$ cat src/assert_macros.svh
// assertion helpers shared by the rtl modules
`ifndef ASSERT_MACROS_SVH
`define ASSERT_MACROS_SVH
`ifndef ASSERT_OFF
`define TLCC_ASSERT(lbl, expr) lbl: assert property (@(posedge clk) disable iff (!rst_n) \
  (expr)) else $error("tlcc assertion failed");
`define TLCC_ASSERT_IMP(lbl, ante, cons) lbl: assert property (@(posedge clk) \
  disable iff (!rst_n) (ante) |-> (cons)) else $error("tlcc implication failed");
`define TLCC_ASSERT_NEXT(lbl, ante, cons) lbl: assert property (@(posedge clk) \
  disable iff (!rst_n) (ante) |=> (cons)) else $error("tlcc next-cycle check failed");
`else
`define TLCC_ASSERT(lbl, expr)
`define TLCC_ASSERT_IMP(lbl, ante, cons)
`define TLCC_ASSERT_NEXT(lbl, ante, cons)
`endif
`endif

$ cat src/tlcc_pkg.sv
package tlcc_pkg;

  localparam int ROW_W = 14;
  localparam int CNT_W = 16;
  localparam int SUM_W = 32;
  localparam int TID_W = 6;
  localparam int CFG_IDX_W = 2;

  localparam logic [CNT_W-1:0] CNT_MAX = '1;

  localparam logic [CFG_IDX_W-1:0] REG_LINE  = 2'd0;
  localparam logic [CFG_IDX_W-1:0] REG_CROSS = 2'd1;
  localparam logic [CFG_IDX_W-1:0] REG_SPEED = 2'd2;

  localparam logic [ROW_W-1:0] LINE_RST  = 14'd1920;
  localparam logic [ROW_W-1:0] CROSS_RST = 14'd400;
  localparam logic [ROW_W-1:0] SPEED_RST = 14'd800;

  localparam logic [1:0] CROSS_NONE = 2'd0;
  localparam logic [1:0] CROSS_DOWN = 2'd1;
  localparam logic [1:0] CROSS_UP   = 2'd2;

  typedef struct packed {
    logic             req_type;
    logic [TID_W-1:0] track_id;
    logic             track_active;
    logic [ROW_W-1:0] centroid_row;
  } in_t;

  typedef struct packed {
    logic [CNT_W-1:0] total_count;
    logic [CNT_W-1:0] down_count;
    logic [CNT_W-1:0] up_count;
    logic [1:0]       crossed_now;
    logic [ROW_W-1:0] mean_speed;
  } out_t;

  typedef struct packed {
    logic load;
    logic calc;
    logic div_start;
    logic out_load;
  } cmd_t;

  typedef struct packed {
    logic div_done;
  } sts_t;

endpackage

$ cat src/tlcc_div.sv
module tlcc_div (
  input  logic                           clk,
  input  logic                           rst_n,
  input  logic                           start,
  input  logic [tlcc_pkg::SUM_W-1:0]     dividend,
  input  logic [tlcc_pkg::CNT_W-1:0]     divisor,
  output logic                           done,
  output logic [tlcc_pkg::ROW_W-1:0]     quotient
);

  localparam int QW = tlcc_pkg::ROW_W;
  localparam int DW = tlcc_pkg::CNT_W;
  localparam int CW = $clog2(QW);

  logic          busy_r, busy_nxt;
  logic          done_r, done_nxt;
  logic [CW-1:0] cnt_r, cnt_nxt;
  logic [DW-1:0] rem_r, rem_nxt;
  logic [QW-1:0] quo_r, quo_nxt;
  logic [DW-1:0] dsr_r, dsr_nxt;
  logic [DW:0]   trial;
  logic          ge;

  // quotient fits in QW bits since every sample adds at most one full row range,
  // so the upper dividend bits start below the divisor
  assign trial = {rem_r, quo_r[QW-1]};
  assign ge    = trial >= {1'b0, dsr_r};

  always_comb begin
    busy_nxt = busy_r;
    done_nxt = 1'b0;
    cnt_nxt  = cnt_r;
    rem_nxt  = rem_r;
    quo_nxt  = quo_r;
    dsr_nxt  = dsr_r;
    if (start) begin
      busy_nxt = 1'b1;
      cnt_nxt  = CW'(QW - 1);
      rem_nxt  = dividend[QW +: DW];
      quo_nxt  = dividend[QW-1:0];
      dsr_nxt  = divisor;
    end else if (busy_r) begin
      rem_nxt = ge ? DW'(trial - {1'b0, dsr_r}) : trial[DW-1:0];
      quo_nxt = {quo_r[QW-2:0], ge};
      cnt_nxt = cnt_r - CW'(1);
      if (cnt_r == '0) begin
        busy_nxt = 1'b0;
        done_nxt = 1'b1;
      end
    end
  end

  always_ff @(posedge clk) begin
    if (!rst_n) begin
      busy_r <= 1'b0;
      done_r <= 1'b0;
      cnt_r  <= '0;
    end else begin
      busy_r <= busy_nxt;
      done_r <= done_nxt;
      cnt_r  <= cnt_nxt;
    end
  end

  always_ff @(posedge clk) begin
    rem_r <= rem_nxt;
    quo_r <= quo_nxt;
    dsr_r <= dsr_nxt;
  end

  assign done     = done_r;
  assign quotient = quo_r;

endmodule

$ cat src/tlcc_dp.sv
`include "assert_macros.svh"

module tlcc_dp #(
  parameter int MAX_TRACKS = 64
) (
  input  logic                               clk,
  input  logic                               rst_n,
  input  tlcc_pkg::cmd_t                     cmd,
  output tlcc_pkg::sts_t                     sts,
  input  tlcc_pkg::in_t                      in_data,
  output tlcc_pkg::out_t                     out_data,
  input  logic                               cfg_we,
  input  logic [tlcc_pkg::CFG_IDX_W-1:0]     cfg_index,
  input  logic [tlcc_pkg::ROW_W-1:0]         cfg_data
);

  localparam int RW = tlcc_pkg::ROW_W;
  localparam int NW = tlcc_pkg::CNT_W;
  localparam int SW = tlcc_pkg::SUM_W;
  // ids are TID_W bits wide, so no more than 2**TID_W entries can be reached
  localparam int DEPTH = (MAX_TRACKS < (1 << tlcc_pkg::TID_W)) ? MAX_TRACKS
                                                                 : (1 << tlcc_pkg::TID_W);
  localparam int IW = $clog2(DEPTH);

  function automatic logic [NW-1:0] sat_inc(input logic [NW-1:0] v);
    return (v == tlcc_pkg::CNT_MAX) ? v : NW'(v + NW'(1));
  endfunction

  logic [RW-1:0] mem [DEPTH];

  tlcc_pkg::in_t  req_r;
  tlcc_pkg::out_t out_r;
  logic [RW-1:0]  prev_r;
  logic [RW-1:0]  line_r, cband_r, sband_r;
  logic [DEPTH-1:0] valid_r, valid_nxt;
  logic [NW-1:0]  tot_r, tot_nxt, down_r, down_nxt, up_r, up_nxt;
  logic [NW-1:0]  samples_r, samples_nxt;
  logic [SW-1:0]  sum_r, sum_nxt;
  logic [1:0]     crossed_r, crossed_nxt;

  logic [IW-1:0]  idx, in_idx;
  logic           hit;
  logic [RW-1:0]  cur;
  logic [RW:0]    l_pb, c_pb, p_pb, l_ps, c_ps, line_x, cur_x, prev_x;
  logic           down_hit, up_hit, in_sband;
  logic [RW-1:0]  absd;
  logic           div_done;
  logic [RW-1:0]  quotient;

  assign idx    = req_r.track_id[IW-1:0];
  assign in_idx = in_data.track_id[IW-1:0];
  assign hit    = 32'(req_r.track_id) < 32'(MAX_TRACKS);
  assign cur    = req_r.centroid_row;

  // band edges one bit wider so nothing wraps
  assign line_x = {1'b0, line_r};
  assign cur_x  = {1'b0, cur};
  assign prev_x = {1'b0, prev_r};
  assign l_pb   = line_x + {1'b0, cband_r};
  assign c_pb   = cur_x + {1'b0, cband_r};
  assign p_pb   = prev_x + {1'b0, cband_r};
  assign l_ps   = line_x + {1'b0, sband_r};
  assign c_ps   = cur_x + {1'b0, sband_r};

  // x > line - band is written as x + band > line
  assign down_hit = (cur > line_r) && (cur_x < l_pb) && (p_pb > line_x) && (prev_r < line_r);
  assign up_hit   = (c_pb > line_x) && (cur < line_r) && (prev_r > line_r) && (prev_x < l_pb);
  assign in_sband = (cur_x < l_ps) && (c_ps > line_x);
  assign absd     = (cur >= prev_r) ? RW'(cur - prev_r) : RW'(prev_r - cur);

  always_comb begin
    valid_nxt   = valid_r;
    tot_nxt     = tot_r;
    down_nxt    = down_r;
    up_nxt      = up_r;
    samples_nxt = samples_r;
    sum_nxt     = sum_r;
    crossed_nxt = crossed_r;
    if (cmd.calc) begin
      crossed_nxt = tlcc_pkg::CROSS_NONE;
      if (req_r.req_type) begin
        tot_nxt     = '0;
        down_nxt    = '0;
        up_nxt      = '0;
        samples_nxt = '0;
        sum_nxt     = '0;
      end else if (hit) begin
        if (!req_r.track_active) begin
          valid_nxt[idx] = 1'b0;
        end else begin
          if (valid_r[idx]) begin
            if (down_hit) begin
              crossed_nxt = tlcc_pkg::CROSS_DOWN;
              tot_nxt     = sat_inc(tot_r);
              down_nxt    = sat_inc(down_r);
            end else if (up_hit) begin
              crossed_nxt = tlcc_pkg::CROSS_UP;
              tot_nxt     = sat_inc(tot_r);
              up_nxt      = sat_inc(up_r);
            end
            if (in_sband && (samples_r != tlcc_pkg::CNT_MAX)) begin
              sum_nxt     = sum_r + SW'(absd);
              samples_nxt = samples_r + NW'(1);
            end
          end
          valid_nxt[idx] = 1'b1;
        end
      end
    end
  end

  always_ff @(posedge clk) begin
    if (!rst_n) begin
      valid_r   <= '0;
      tot_r     <= '0;
      down_r    <= '0;
      up_r      <= '0;
      samples_r <= '0;
      sum_r     <= '0;
      crossed_r <= tlcc_pkg::CROSS_NONE;
      line_r    <= tlcc_pkg::LINE_RST;
      cband_r   <= tlcc_pkg::CROSS_RST;
      sband_r   <= tlcc_pkg::SPEED_RST;
    end else begin
      valid_r   <= valid_nxt;
      tot_r     <= tot_nxt;
      down_r    <= down_nxt;
      up_r      <= up_nxt;
      samples_r <= samples_nxt;
      sum_r     <= sum_nxt;
      crossed_r <= crossed_nxt;
      if (cfg_we) begin
        unique case (cfg_index)
          tlcc_pkg::REG_LINE:  line_r  <= cfg_data;
          tlcc_pkg::REG_CROSS: cband_r <= cfg_data;
          tlcc_pkg::REG_SPEED: sband_r <= cfg_data;
          default: ;
        endcase
      end
    end
  end

  // track row table, read on accept, written in the update cycle
  always_ff @(posedge clk) begin
    if (cmd.load) begin
      prev_r <= mem[in_idx];
    end
    if (cmd.calc && !req_r.req_type && hit && req_r.track_active) begin
      mem[idx] <= cur;
    end
  end

  always_ff @(posedge clk) begin
    if (cmd.load) begin
      req_r <= in_data;
    end
    if (cmd.out_load) begin
      out_r.total_count <= tot_r;
      out_r.down_count  <= down_r;
      out_r.up_count    <= up_r;
      out_r.crossed_now <= crossed_r;
      out_r.mean_speed  <= (samples_r == '0) ? '0 : quotient;
    end
  end

  tlcc_div u_div (
    .clk      (clk),
    .rst_n    (rst_n),
    .start    (cmd.div_start),
    .dividend (sum_r),
    .divisor  (samples_r),
    .done     (div_done),
    .quotient (quotient)
  );

  assign sts.div_done = div_done;
  assign out_data     = out_r;

  `TLCC_ASSERT(a_sum_bound, (sum_r[SW-1:RW] < (SW-RW)'(samples_r)) || (samples_r == '0 && sum_r == '0))
  `TLCC_ASSERT_IMP(a_cross_counted, crossed_r != tlcc_pkg::CROSS_NONE, tot_r != '0)
  `TLCC_ASSERT_NEXT(a_restart_clears, cmd.calc && req_r.req_type, tot_r == '0 && samples_r == '0)

endmodule

$ cat src/tlcc_ctrl.sv
`include "assert_macros.svh"

module tlcc_ctrl (
  input  logic           clk,
  input  logic           rst_n,
  input  logic           in_valid,
  output logic           in_ready,
  output logic           out_valid,
  input  logic           out_ready,
  output tlcc_pkg::cmd_t cmd,
  input  tlcc_pkg::sts_t sts
);

  typedef enum logic [4:0] {
    S_IDLE  = 5'b00001,
    S_CALC  = 5'b00010,
    S_START = 5'b00100,
    S_DIV   = 5'b01000,
    S_HOLD  = 5'b10000
  } state_t;

  state_t state_r, state_nxt;
  logic   out_valid_r, out_valid_nxt;
  logic   out_free;

  assign in_ready = (state_r == S_IDLE);
  assign out_free = !out_valid_r || out_ready;

  always_comb begin
    state_nxt     = state_r;
    out_valid_nxt = out_valid_r && !out_ready;
    cmd           = '0;
    unique case (state_r)
      S_IDLE: begin
        if (in_valid) begin
          cmd.load  = 1'b1;
          state_nxt = S_CALC;
        end
      end
      S_CALC: begin
        cmd.calc  = 1'b1;
        state_nxt = S_START;
      end
      S_START: begin
        cmd.div_start = 1'b1;
        state_nxt     = S_DIV;
      end
      S_DIV: begin
        if (sts.div_done) begin
          if (out_free) begin
            cmd.out_load  = 1'b1;
            out_valid_nxt = 1'b1;
            state_nxt     = S_IDLE;
          end else begin
            state_nxt = S_HOLD;
          end
        end
      end
      S_HOLD: begin
        // result is done, waiting for the output register to drain
        if (out_free) begin
          cmd.out_load  = 1'b1;
          out_valid_nxt = 1'b1;
          state_nxt     = S_IDLE;
        end
      end
      default: state_nxt = S_IDLE;
    endcase
  end

  always_ff @(posedge clk) begin
    if (!rst_n) begin
      state_r     <= S_IDLE;
      out_valid_r <= 1'b0;
    end else begin
      state_r     <= state_nxt;
      out_valid_r <= out_valid_nxt;
    end
  end

  assign out_valid = out_valid_r;

  `TLCC_ASSERT_IMP(a_no_overwrite, cmd.out_load, !out_valid_r || out_ready)
  `TLCC_ASSERT_IMP(a_done_in_div, sts.div_done, state_r == S_DIV)
  `TLCC_ASSERT_NEXT(a_start_then_div, cmd.div_start, state_r == S_DIV)

endmodule

$ cat src/tracked_line_crossing_counter.sv
// tracked line crossing counter
// input channel (in_valid/in_ready/in_data): one request per track observation
// or restart. an observation updates the per-track row table and, when the
// track already has a stored row, tests for a crossing of the counting line and
// takes a speed sample inside the speed band. a restart clears the counters.
// result channel (out_valid/out_ready/out_data): one result per request with
// the saturating crossing counts, this request's crossing direction and the
// mean speed (speed sum over sample count, zero with no samples).
// config channel (cfg_valid/cfg_ready/cfg_index/cfg_data): line position and
// the two band half widths; always ready, write only while no request is open.
// from accept to out_valid a request runs through the update cycle, the divider
// start, 14 steps of the one-bit-per-cycle divider and the output load.
// a new request is taken the cycle after the previous result is loaded into
// the output register, so the block takes no new request while one is still
// in its update, divider or output load steps.
// when the receiver stalls the finished result waits in the output register and
// the next request still runs; its result holds in the divider until the
// output register frees. reset clears the counters, track valid bits and
// config registers to their defaults; the row table itself is not cleared.
module tracked_line_crossing_counter #(
  parameter int MAX_TRACKS = 64
) (
  input  logic                            clk,
  input  logic                            rst_n,
  input  logic                            in_valid,
  output logic                            in_ready,
  input  tlcc_pkg::in_t                   in_data,
  output logic                            out_valid,
  input  logic                            out_ready,
  output tlcc_pkg::out_t                  out_data,
  input  logic                            cfg_valid,
  output logic                            cfg_ready,
  input  logic [tlcc_pkg::CFG_IDX_W-1:0]  cfg_index,
  input  logic [tlcc_pkg::ROW_W-1:0]      cfg_data
);

  tlcc_pkg::cmd_t cmd;
  tlcc_pkg::sts_t sts;

  assign cfg_ready = 1'b1;

  tlcc_ctrl u_ctrl (
    .clk       (clk),
    .rst_n     (rst_n),
    .in_valid  (in_valid),
    .in_ready  (in_ready),
    .out_valid (out_valid),
    .out_ready (out_ready),
    .cmd       (cmd),
    .sts       (sts)
  );

  tlcc_dp #(
    .MAX_TRACKS (MAX_TRACKS)
  ) u_dp (
    .clk       (clk),
    .rst_n     (rst_n),
    .cmd       (cmd),
    .sts       (sts),
    .in_data   (in_data),
    .out_data  (out_data),
    .cfg_we    (cfg_valid & cfg_ready),
    .cfg_index (cfg_index),
    .cfg_data  (cfg_data)
  );

endmodule

$ cat config.mk
export PLATFORM = sky130hd
export DESIGN_NAME = tracked_line_crossing_counter
export DESIGN_NICKNAME = d
export VERILOG_FILES = /design/src/tlcc_pkg.sv /design/src/tlcc_div.sv /design/src/tlcc_dp.sv /design/src/tlcc_ctrl.sv /design/src/tracked_line_crossing_counter.sv
export VERILOG_INCLUDE_DIRS = /design/src /design/src/src
export SDC_FILE = /design/constraint.sdc
export NUM_CORES = 2
export LEC_CHECK = 0
export BUFFER_PORTS_ARGS = -buffer_cell sky130_fd_sc_hd__buf_4
export CORE_UTILIZATION = 63
export CTS_CLUSTER_SIZE = 28
export DETAILED_ROUTE_END_ITERATION = 16
export HOLD_SLACK_MARGIN = 0.12
export PLACE_DENSITY = 0.8
export SLEW_MARGIN = 20
export SYNTH_ARGS = -nofsm -noshare
export SYNTH_HDL_FRONTEND = slang
export SYNTH_SLANG_ARGS = --single-unit
$ cat constraint.sdc
create_clock -name clk -period 7.7 [get_ports clk]
set_input_delay 1.54 -clock clk [delete_from_list [all_inputs] [get_ports clk]]
set_output_delay 1.54 -clock clk [all_outputs]
set_load 0.005 [all_outputs]
==> results.py <==
metrics = {
    "placed_design": {
        "portBuffers": 108,
        "dp_hpwl_um": 93600,
        "finalWeightedCongestion": 0.909,
    },
    "critical_path": {
        "crit_family": "simple AND/OR/NAND/NOR gates",
        "cp-startpoint": "u_dp.cur[1]$_DFFE_PP_",
        "crit_path_max_incr_delay_ns": 0.72,
        "crit_chain": "buf_4, inv_1, fa_1, nor2b_1, o31a_1, o22ai_1, o21ai_0, o21ai_0, nand2b_1, xor2_1, ha_1, nand3_1, nor2_1, nand3_1, or3b_2, a31o_2, a31oi_1, nor3b_2, buf_4, nand3_1, or3b_1, nand2_1",
        "startpoint_type": "register",
        "worstPathArrival_ns": 7.21,
        "cp_slowest_cell": "buf_4",
        "crit_top_cell": "nand3_1",
        "worstReg2RegStart": "u_dp.cur[1]$_DFFE_PP_",
        "worstPathMaxFanout": 71,
        "crit_type": "reg -> reg",
        "cp.required_ns": 8.36,
        "path_buf_inv": 3,
        "endpoint_kind": "register",
    },
    "timing": {
        "drv_slew": 0,
        "fin_tns_setup_ns": 0,
        "skew_ns": 0.0547,
        "max_freq_mhz": 153,
        "whs_ns": 0.440,
        "timing.final.crit_share_pct": 85.0,
        "rsz0062_at_grt": "no",
        "setup_viol_count_final": 0,
        "worst_slew_pin_slew_ns": 1.15,
        "min_period_ns": 6.55,
        "hold_violations": 0,
        "slew_headroom_pct": 23.5,
    },
    "global_route": {
        "antenna_found_initial": 11,
        "grt_usage_pct": 33.8,
        "grt_max_degree": 84,
        "grt_pass1_wl_um": 225000,
        "grt_overflow": 0,
        "first_global_vias": 34900,
    },
    "cts": {
        "clock_latency_ns": 0.74,
        "cts_root_buf": "clkbuf_16",
        "htreeDepth": 3,
        "cts_hold_buf": 0,
        "cts_tree": "yes",
        "clk_pin_slew_ns": 0.06,
        "cts_buffer_depth": 3,
        "post_cts_buffers": 0,
        "cts_buffers": 120,
        "cts_resized": 0,
        "clkSinkCount": 1256,
    },
    "yosys": {
        "async_flop_share_pct": 0,
        "synth_area_sq_mm": 0.0570,
        "ys_types": 86,
        "synth_edf_count": 1042,
        "synth_top_area_cell": "edfxtp_1",
        "synthCells": 3907,
        "yosys_warnings": 0,
        "synth_flop_cell": "edfxtp_1",
        "synth_area_leaders": "edfxtp_1 55%, mux4_2 12%, dfxtp_1 7.5%",
        "synth_seq_area_share_pct": 62.4,
        "yosys.area.top_type_share_pct": 54.9,
        "synth_nets": 4200,
        "ys_seq_elements": 1256,
        "syn_area_per_cell_sq_um": 14.6,
    },
    "floorplanning": {
        "dieHeight_um": 303,
        "die-area_sq_mm": 0.0916,
        "pin_count": 110,
        "die_w_um": 303,
        "start_util_pct": 64.1,
        "core_sq_mm": 0.0889,
        "row_count": 109,
    },
    "power": {
        "clkPwrFrac_pct": 34.3,
        "p_int_mw": 12.3,
        "p_leak_nw": 21.8,
        "peakVddDrop_uv": 268,
        "p_seq_share_pct": 46.0,
        "p_comb_share_pct": 19.7,
        "power_density_mw_per_mm2": 273,
        "switching_share_pct": 28.8,
        "p_sw_mw": 4.99,
        "fin_total_pwr_mw": 17.3,
    },
    "layout": {
        "final_cell_mix": "1042 x edfxtp_1, 300 x mux4_2, 286 x a21oi_1",
        "drive_above_1_share_pct": 17.9,
        "fin_util_pct": 71.2,
        "syn2layout_area_growth_pct": 11.1,
        "nNetsFinal": 4344,
        "mostFrequentLayoutCell": "edfxtp_1",
        "top_register": "u_dp.mem",
        "largest_reg_flops": 896,
    },
    "route": {
        "num_vias": 35800,
        "ant_nets": 0,
        "drtPass1Iterations": 8,
        "wl_met2_um": 75100,
        "highest_layer": "met5",
        "detail_route.wl_per_cell_um": 28.8,
        "drtIter0Drc": 4445,
        "drc": 0,
        "routed_wl_um": 153000,
        "via_per_inst": 6.73,
        "wl_met1_um": 56200,
        "route.met3.wl_um": 13200,
    },
    "min_path": {
        "worstHoldStart": "u_dp.crossed_r[0]$_SDFFE_PN0P_",
        "hold_class": "reg -> reg",
    },
    "job": {
        "drv_cap": 0,
    },
    "status": {
        "status": "complete, no violations",
    },
}
[logic make-up after synthesis]
family,Yosys count,share of synthesized area (%)
XOR/XNOR,110,1.69
other,1,0.00658
AND/OR/NAND/NOR,918,7.74
adder cells (fa/ha/maj),251,5.63
buffers and inverters,318,2.19
flip-flops,1256,62.4
multiplexers,332,12.4
AO/OA/AOI/OAI,721,7.85
[routing by layer]
metal / track usage [%] / vias up
met5: 0 / -
met4: 17.9 / 12
met3: 5.67 / 432
met2: 55.8 / 2152
met1: 43.2 / 17700
li1: - / 15500
[metrics by stage]
stage | std cells | instance area (sq um) | worst slack [ns]
2_1_floorplan | 3907 | 57000 | 1.47
3_3_place_gp | 5094 | 59300 | 1.46
3_5_place_dp | 5094 | 59300 | 1.27
4_1_cts | 5315 | 63300 | 1.18
5_1_grt | 5317 | 63300 | 0.820
6_report | 5317 | 63300 | 1.15
[layout make-up]
class                           count  area (sq um)
Antenna cell                        2          5.00
Clock buffer                      161          3290
Clock inverter                     60           617
Fill cell                        5514         25600
Inverter                          138           520
Multi-Input combinational cell   2333         20200
Sequential cell                  1256         35600
Tap cell                         1165          1460
Timing Repair Buffer              202          1560
[cells in the mapped netlist (all sizes together) (11+ instances only)]
master  number
edfxtp    1042
mux4       300
a21oi      287
nand2      253
ha         241
nor2       226
dfxtp      214
o21ai      157
nand3      147
inv        137
clkbuf     127
xnor2       67
a21o        62
buf         53
xor2        43
nor3        41
and3        40
nand4       33
or3         33
o211ai      26
o21a        26
and2        25
nor2b       22
nor4        22
o21bai      22
a31oi       21
mux2i       21
nand2b      20
o31ai       16
mux2        11
nand3b      11
or4         11
[worst paths after layout]
path | to | slack (ns) | cells past startpoint
setup / recovery | u_dp.up_r[13]$_SDFFE_PN0P_ | 1.15 | 22
setup reg to reg | u_dp.up_r[13]$_SDFFE_PN0P_ | 1.15 | 22
hold / removal | u_dp.out_data[14]$_DFFE_PP_ | 0.44 | 0
hold reg to reg | u_dp.out_data[14]$_DFFE_PP_ | 0.44 | 0
[power groups by stage]
stage | logic (mW) | registers [mW] | clock network [mW]
4_1_cts | 3.35 | 7.96 | 5.98
3_5_place_dp | 3.29 | 8.10 | 0
6_report | 3.40 | 7.97 | 5.94
3_3_place_gp | 3.19 | 8.10 | 0
5_1_grt | 3.68 | 7.97 | 6.19
2_1_floorplan | 2.13 | 8.22 | 0
Note: power is estimated with default switching activity, not from simulation.
